### src/rtl/core/lcdc_pkg.sv
// Package for the truth-table cover definedness check: item types, codes and helpers.
package lcdc_pkg;

	// Default and fixed sizes.
	localparam int MaxVarsDefault = 6;
	localparam int VarW           = 6;
	localparam int TableSize      = 64;
	localparam int CountW         = 7;
	localparam int VcW            = 3;
	localparam int MinVars        = 3;

	// Item function codes.
	typedef enum logic {
		FUNC_START = 1'b0,
		FUNC_ADD   = 1'b1
	} func_t;

	// Input transaction payload.
	typedef struct packed {
		func_t             func;
		logic [VcW-1:0]    var_count;
		logic [VarW-1:0]   sign_bits;
		logic [VarW-1:0]   care_bits;
	} in_item_t;

	// Result transaction payload.
	typedef struct packed {
		logic                 defined;
		logic [VcW-1:0]       pivot_var;
		logic [CountW-1:0]    cover_count;
		logic [TableSize-1:0] cover_bits;
	} out_item_t;

	// Positions that lie inside a table of 2^n entries.
	function automatic logic [TableSize-1:0] table_mask(input logic [VcW-1:0] n);
		logic [TableSize-1:0] m;
		m = '0;
		for (int p = 0; p < TableSize; p++) begin
			m[p] = ((VarW'(p) >> n) == '0);
		end
		return m;
	endfunction

	// Positions whose bit i is clear.
	function automatic logic [TableSize-1:0] lower_half_mask(input int i);
		logic [TableSize-1:0] m;
		m = '0;
		for (int p = 0; p < TableSize; p++) begin
			m[p] = (((p >> i) & 1) == 0);
		end
		return m;
	endfunction

	// Number of marked positions.
	function automatic logic [CountW-1:0] pop_count(input logic [TableSize-1:0] v);
		logic [CountW-1:0] c;
		c = '0;
		for (int p = 0; p < TableSize; p++) begin
			c = c + CountW'(v[p]);
		end
		return c;
	endfunction

endpackage

### src/rtl/core/lut_cover_definedness_check.sv
// Truth-table cover accumulator with a per-transaction definedness check.
//
//  Channel | Signals                       | Payload type
//  --------+-------------------------------+----------------------
//  input   | in_valid, in_ready, in_data   | lcdc_pkg::in_item_t
//  output  | out_valid, out_ready, out_data| lcdc_pkg::out_item_t
//
// One transaction is accepted per cycle unless the pipeline stalls; its result passes
// through the input register, then the cover update register, then the result register.
// The cover register is updated once per accepted transaction.
// Reset clears the cover and the stage valid flags and sets the variable count to MAX_VARS.
// Each stage advances when it is empty or the stage after it advances, so a
// stalled output still lets the earlier stages fill.
module lut_cover_definedness_check #(
	parameter int MAX_VARS = lcdc_pkg::MaxVarsDefault
) (
	input  logic                clk,
	input  logic                arst_n,
	input  logic                in_valid,
	output logic                in_ready,
	input  lcdc_pkg::in_item_t  in_data,
	output logic                out_valid,
	input  logic                out_ready,
	output lcdc_pkg::out_item_t out_data
);

	localparam int VcW  = lcdc_pkg::VcW;
	localparam int VarW = lcdc_pkg::VarW;
	localparam int TblN = lcdc_pkg::TableSize;
	localparam int CntW = lcdc_pkg::CountW;

	// Pipeline registers and state.
	logic                valid_s1, valid_s2, valid_s3;
	lcdc_pkg::in_item_t  item_s1;
	logic [TblN-1:0]     cover_s2;
	logic [VcW-1:0]      active_s2;
	lcdc_pkg::out_item_t res_s3;
	logic [TblN-1:0]     cover_q;
	logic [VcW-1:0]      active_q;

	// Stage advance controls.
	logic adv_s3, adv_s2, update;

	assign adv_s3   = !valid_s3 || out_ready;
	assign adv_s2   = !valid_s2 || adv_s3;
	assign in_ready = !valid_s1 || adv_s2;
	assign update   = adv_s2 && valid_s1;

	// Input register.
	always_ff @(posedge clk or negedge arst_n) begin
		if (!arst_n) begin
			valid_s1 <= 1'b0;
		end else if (in_ready) begin
			valid_s1 <= in_valid;
		end
	end

	always_ff @(posedge clk) begin
		if (in_ready && in_valid) begin
			item_s1 <= in_data;
		end
	end

	// Next cover: a start marks one position, an add expands the cube.
	logic [VcW-1:0]  vc_clamped, active_nxt;
	logic [VarW-1:0] low_mask, care_m, start_pos;
	logic [TblN-1:0] tbl_m, cover_nxt;

	always_comb begin
		if (item_s1.var_count < VcW'(lcdc_pkg::MinVars)) begin
			vc_clamped = VcW'(lcdc_pkg::MinVars);
		end else if (item_s1.var_count > VcW'(MAX_VARS)) begin
			vc_clamped = VcW'(MAX_VARS);
		end else begin
			vc_clamped = item_s1.var_count;
		end
		active_nxt = (item_s1.func == lcdc_pkg::FUNC_START) ? vc_clamped : active_q;
		low_mask   = ~({VarW{1'b1}} << active_nxt);
		care_m     = item_s1.care_bits & low_mask;
		start_pos  = item_s1.sign_bits & low_mask;
		tbl_m      = lcdc_pkg::table_mask(active_nxt);
		cover_nxt  = cover_q;
		for (int p = 0; p < TblN; p++) begin
			if (item_s1.func == lcdc_pkg::FUNC_START) begin
				cover_nxt[p] = (start_pos == VarW'(p));
			end else if (tbl_m[p] && (((VarW'(p) ^ item_s1.sign_bits) & care_m) == '0)) begin
				cover_nxt[p] = 1'b1;
			end
		end
	end

	// Cover state and second stage.
	always_ff @(posedge clk or negedge arst_n) begin
		if (!arst_n) begin
			cover_q  <= '0;
			active_q <= VcW'(MAX_VARS);
			valid_s2 <= 1'b0;
		end else begin
			if (update) begin
				cover_q  <= cover_nxt;
				active_q <= active_nxt;
			end
			if (adv_s2) begin
				valid_s2 <= valid_s1;
			end
		end
	end

	always_ff @(posedge clk) begin
		if (update) begin
			cover_s2  <= cover_nxt;
			active_s2 <= active_nxt;
		end
	end

	// Count and definedness search over the variables.
	logic [CntW-1:0] count_s2;
	logic            def_s2;
	logic [VcW-1:0]  pivot_s2;
	logic [TblN-1:0] tbl_s2, closed, need;

	always_comb begin
		count_s2 = lcdc_pkg::pop_count(cover_s2);
		tbl_s2   = lcdc_pkg::table_mask(active_s2);
		def_s2   = 1'b0;
		pivot_s2 = '0;
		closed   = '0;
		need     = '0;
		if (count_s2 >= (CntW'(1) << (active_s2 >> 1))) begin
			for (int i = 0; i < VarW; i++) begin
				closed = cover_s2 | (cover_s2 >> (1 << i));
				need   = lcdc_pkg::lower_half_mask(i) & tbl_s2;
				if (!def_s2 && (VcW'(i) < active_s2) && ((closed & need) == need)) begin
					def_s2   = 1'b1;
					pivot_s2 = VcW'(i);
				end
			end
		end
	end

	// Result register.
	always_ff @(posedge clk or negedge arst_n) begin
		if (!arst_n) begin
			valid_s3 <= 1'b0;
		end else if (adv_s3) begin
			valid_s3 <= valid_s2;
		end
	end

	always_ff @(posedge clk) begin
		if (adv_s3 && valid_s2) begin
			res_s3.defined     <= def_s2;
			res_s3.pivot_var   <= pivot_s2;
			res_s3.cover_count <= count_s2;
			res_s3.cover_bits  <= cover_s2;
		end
	end

	assign out_valid = valid_s3;
	assign out_data  = res_s3;

	// The cover never holds positions outside the current table.
	a_cover_in_table: assert property (@(posedge clk) disable iff (!arst_n)
		(cover_q & ~lcdc_pkg::table_mask(active_q)) == '0)
		else $error("cover holds a position outside the table");

	// The latched variable count stays within its clamped range.
	a_active_range: assert property (@(posedge clk) disable iff (!arst_n)
		active_q >= VcW'(lcdc_pkg::MinVars) && active_q <= VcW'(MAX_VARS))
		else $error("variable count out of range");

	// An add transaction never removes a marked position.
	a_add_grows: assert property (@(posedge clk) disable iff (!arst_n)
		update && item_s1.func == lcdc_pkg::FUNC_ADD
		|=> (cover_q & $past(cover_q)) == $past(cover_q))
		else $error("add transaction cleared a position");

	// A defined cover needs at least two marked positions.
	a_defined_count: assert property (@(posedge clk) disable iff (!arst_n)
		out_valid && out_data.defined |-> out_data.cover_count >= CntW'(2))
		else $error("defined reported with too few positions");

	// No pivot is named when the cover is not defined.
	a_pivot_zero: assert property (@(posedge clk) disable iff (!arst_n)
		out_valid && !out_data.defined |-> out_data.pivot_var == '0)
		else $error("pivot named without definedness");

endmodule
### config.mk
export PLATFORM = sky130hd
export DESIGN_NAME = lut_cover_definedness_check
export DESIGN_NICKNAME = d
export VERILOG_FILES = /design/src/rtl/core/lcdc_pkg.sv /design/src/rtl/core/lut_cover_definedness_check.sv
export SDC_FILE = /design/constraint.sdc
export NUM_CORES = 1
export LEC_CHECK = 0
export ABC_AREA = 1
export ABC_CLOCK_PERIOD_IN_PS = 8800
export BUFFER_PORTS_ARGS = -buffer_cell sky130_fd_sc_hd__buf_2
export CAP_MARGIN = 10
export CORE_MARGIN = 2
export CORE_UTILIZATION = 60
export CTS_BUF_LIST = sky130_fd_sc_hd__clkbuf_16
export DETAILED_ROUTE_END_ITERATION = 7
export PLACE_DENSITY = 0.88
export SKIP_CTS_REPAIR_TIMING = 1
export SLEW_MARGIN = 20
export SYNTH_ARGS = -nofsm -noshare
export SYNTH_HDL_FRONTEND = slang
export SYNTH_SLANG_ARGS = --single-unit
export TNS_END_PERCENT = 10
### constraint.sdc
create_clock -name clk -period 8.8 [get_ports clk]
set_input_delay 1.76 -clock clk [delete_from_list [all_inputs] [get_ports clk]]
set_output_delay 1.76 -clock clk [all_outputs]
set_load 0.01 [all_outputs]
==> out/qor.txt <==
STATUS
-----------------------------------------------------------------------------------------------------------------
Outcome                                                                                              finished clean

SYNTHESIS
-----------------------------------------------------------------------------------------------------------------
Synthesis warning total                                                                                         0
Seq/Total Area, Yosys                                                                                       0.496
Mean post-synth cell area                                                                               8.78 um^2
Post-synthesis instance area                                                                          13,100 um^2
Combinational family with the most area after synthesis                                              simple AND/OR/NAND/NOR gates
Synthesized-area fraction occupied by ao, oa, aoi and oai cells                                            0.0778
Number of nets in the synthesized netlist                                                                   1,604
Number of different library cells in the post-synthesis netlist                                                44
Multiplexer share of the synthesized area                                                                       0
Xor/xnor share of the synthesized area                                                                    0.00268
Cells after synthesis                                                                                       1,492
Post-synthesis simple-gate area fraction                                                                    0.235
Arithmetic-cell share of the synthesized area counting full adders, half adders and majority gates          0.119
Post-synthesis register bit count                                                                             228

SETUP PATH
-----------------------------------------------------------------------------------------------------------------
WP data arrival                                                                                           7380 ps
Worst setup path category                                                                            register to register
Worst path required time                                                                                  9090 ps
Category of the worst setup path capture point                                                           register
Crit Path Max Fanout                                                                                            6
Element type at the critical path start                                                                  register

TIMING
-----------------------------------------------------------------------------------------------------------------
FMAX                                                                                                    0.141 GHz
Final setup fails                                                                                               0
Crit share post-route                                                                                       0.806
Setup repair after global routing missed its margin                                                            no
Slew Limit Headroom                                                                                         0.291
Post-layout minimum cycle time                                                                            7090 ps
Maximum clock skew at final layout                                                                        14.4 ps
Actual transition at the worst max-transition pin                                                         1060 ps
Max-slew violation count                                                                                        0
Setup slack of the critical path after layout                                                             1710 ps
Final Hold Fails                                                                                                0
Total Neg Setup Slack                                                                                        0 ps

GLOBAL ROUTE
-----------------------------------------------------------------------------------------------------------------
Via count of the first global-routing pass                                                                 10,800
Number of antenna violations at the first check in global routing                                               0
Global-route usage over all layers                                                                          0.369
Aggregate global routing overflow                                                                               0
Wire length of the first global-routing pass                                                            62,400 um
Pin count of the biggest net entering global routing                                                           82

CLOCK NETWORK
-----------------------------------------------------------------------------------------------------------------
Root cell of the clock tree                                                                          sky130_fd_sc_hd__clkbuf_16
H-tree level count                                                                                              1
Clock transition at the register clock pins on the worst setup and hold paths after CTS                     60 ps
TritonCTS clock tree                                                                                          yes
CTS sink count                                                                                                228
Maximum root-to-sink buffer count                                                                               3
Clk_lat worst skew                                                                                         530 ps
Total CTS buffers                                                                                              25

DIE
-----------------------------------------------------------------------------------------------------------------
Area of the core                                                                                      21,600 um^2
Row count                                                                                                      54
Die width                                                                                                  152 um
Height of the die                                                                                          152 um
Starting utilization of the core area                                                                       0.606
Total I/O pin count                                                                                            97
Die Outline Area                                                                                      23,000 um^2

ROUTE
-----------------------------------------------------------------------------------------------------------------
Vias per cell                                                                                                5.90
Iteration-0 DRC Markers                                                                                     1,621
Total number of vias                                                                                       11,100
Drc violations                                                                                                  0
Routed wire length                                                                                      42,000 um
DR WL/cell                                                                                                22.2 um
First drt pass iteration count                                                                                  8
Number of antenna-violating nets in the routed design                                                           0

CELLS AND AREA
-----------------------------------------------------------------------------------------------------------------
Area of the multi-input gates                                                                           5700 um^2
Post-layout nets                                                                                            1,701
Fill cell count                                                                                             1,714
Sequential Area                                                                                         6500 um^2
Growth of design area from synthesis to finish                                                              11.5%
Share of cells above drive strength 1                                                                       0.108

PLACE
-----------------------------------------------------------------------------------------------------------------
Last weighted congestion value of the routability-driven placer                                             0.967
I/O Buffers                                                                                                    96
Post-placement worst setup slack                                                                          1720 ps
Final HPWL DP                                                                                           31,000 um

JOB
-----------------------------------------------------------------------------------------------------------------
Number of violations of the max-capacitance limit                                                               0

HOLD PATH
-----------------------------------------------------------------------------------------------------------------
Class of the most critical hold timing path                                                          register to register

[synth_stat cells, drive strengths merged]
master	instances	area share
clkbuf	12	0.0035
dfrtp	68	0.13
o21bai	1	0.00057
nand3	66	0.026
o21ai	90	0.036
edfxtp	158	0.36
inv	203	0.058
fa	54	0.083
nand4	9	0.0043
nand3b	5	0.0029
or2	1	0.00048
nor2	235	0.070
nand2	421	0.12
a31oi	3	0.0014
a32oi	1	0.00067
buf	19	0.0077
dfstp	2	0.0040
a21boi	1	0.00057
xor2	3	0.0020
o21a	2	0.0011
nor3	11	0.0054
ha	38	0.036
nor3b	3	0.0017
xnor2	1	0.00067
a21oi	49	0.019
o2111ai	5	0.0033
o22ai	30	0.014
o211ai	1	0.00057
[cell families after synthesis]
group           after synthesis
simple gates                751
buf+inv                     234
flops                       228
compound gates              183
fa+ha+maj                    92
xor+xnor                      4
[per-layer routing]
metal  vias to the layer above  GRT usage  share of wire
li1                       4993          -              -
met2                       711      0.593           0.47
met1                      5270      0.462           0.37
met4                         0      0.215          0.069
met3                       164     0.0823          0.096
met5                         -          0              0
[final timing paths]
check / start / to / slack (ps) / cells past startpoint
max in group asynchronous: arst_n / cover_q[53] / 6710 / 2
hold reg to reg: cover_s2[3] / out_data[3] / 450 / 0
setup reg to reg: cover_s2[37] / out_data[74] / 1710 / 23
min in group asynchronous: arst_n / active_q[0] / 1440 / 2
setup / recovery: cover_s2[37] / out_data[74] / 1710 / 23
hold / removal: cover_s2[3] / out_data[3] / 450 / 0
[cell usage in the layout (no fill, tap or decap), types with 3 or more instances in the layout]
cell type and count:
sky130_fd_sc_hd__a21oi_1 46, sky130_fd_sc_hd__a31oi_1 3, sky130_fd_sc_hd__buf_2 96, sky130_fd_sc_hd__buf_4 5, sky130_fd_sc_hd__clkbuf_16 25, sky130_fd_sc_hd__clkinv_1 6
sky130_fd_sc_hd__clkinv_2 4, sky130_fd_sc_hd__dfrtp_1 68, sky130_fd_sc_hd__edfxtp_1 158, sky130_fd_sc_hd__fa_1 54, sky130_fd_sc_hd__ha_1 38, sky130_fd_sc_hd__inv_1 203
sky130_fd_sc_hd__inv_2 6, sky130_fd_sc_hd__nand2_1 411, sky130_fd_sc_hd__nand2_2 6, sky130_fd_sc_hd__nand2_4 4, sky130_fd_sc_hd__nand3_1 64, sky130_fd_sc_hd__nand3b_1 5
sky130_fd_sc_hd__nand4_1 9, sky130_fd_sc_hd__nor2_1 225, sky130_fd_sc_hd__nor2_2 8, sky130_fd_sc_hd__nor3_1 9, sky130_fd_sc_hd__nor3b_1 3, sky130_fd_sc_hd__o2111ai_1 5
sky130_fd_sc_hd__o21ai_0 50, sky130_fd_sc_hd__o21ai_1 37, sky130_fd_sc_hd__o22ai_1 30, sky130_fd_sc_hd__xor2_1 3
[critical path, stage by stage, from the launching register on]
cell                       delay (ps)
sky130_fd_sc_hd__edfxtp_1         460
sky130_fd_sc_hd__inv_1            130
sky130_fd_sc_hd__fa_1             520
sky130_fd_sc_hd__inv_1             60
sky130_fd_sc_hd__fa_1             420
sky130_fd_sc_hd__fa_1             550
sky130_fd_sc_hd__inv_1             60
sky130_fd_sc_hd__fa_1             520
sky130_fd_sc_hd__inv_1             50
sky130_fd_sc_hd__fa_1             530
sky130_fd_sc_hd__fa_1             450
sky130_fd_sc_hd__fa_1             540
sky130_fd_sc_hd__inv_1             50
sky130_fd_sc_hd__fa_1             540
sky130_fd_sc_hd__inv_1             80
sky130_fd_sc_hd__fa_1             520
sky130_fd_sc_hd__ha_1             300
sky130_fd_sc_hd__a21boi_0         130
sky130_fd_sc_hd__o21a_1           180
sky130_fd_sc_hd__o21ai_0          170
sky130_fd_sc_hd__nand3_1          110
sky130_fd_sc_hd__nor2_1           280
sky130_fd_sc_hd__o21bai_1         160
sky130_fd_sc_hd__inv_1             50
[registers in the layout (all words and copies together) (netlist names)]
register / count
active_s2: 3
out_data: 75
out_valid: 1
valid_s2: 1
cover_q: 64
cover_s2: 64
item_s1: 16
valid_s1: 1
active_q: 3
[metrics by stage]
stage / utilization / cell area [um^2] / hold slack, ps / instances
after floorplan: - / 13100 / 426 / 1492
after global placement: 0.640 / 13800 / 430 / 1842
after detailed placement: 0.640 / 13800 / 437 / 1842
after CTS: 0.675 / 14600 / 448 / 1888
after global routing: 0.675 / 14600 / 464 / 1888
final: 0.675 / 14600 / 445 / 1889
[layout make-up]
class	instances	share of cell area
Antenna cell	1	0.000171
Clock buffer	25	0.0428
Clock inverter	21	0.0100
Inverter	203	0.0523
Multi-Input combinational cell	1030	0.390
Sequential cell	228	0.445
Tap cell	280	0.0240
Timing Repair Buffer	101	0.0355
Power is left out: the tool's default activity adds up to more than one toggle a clock period on the data nets, which glitch-free logic cannot reach.
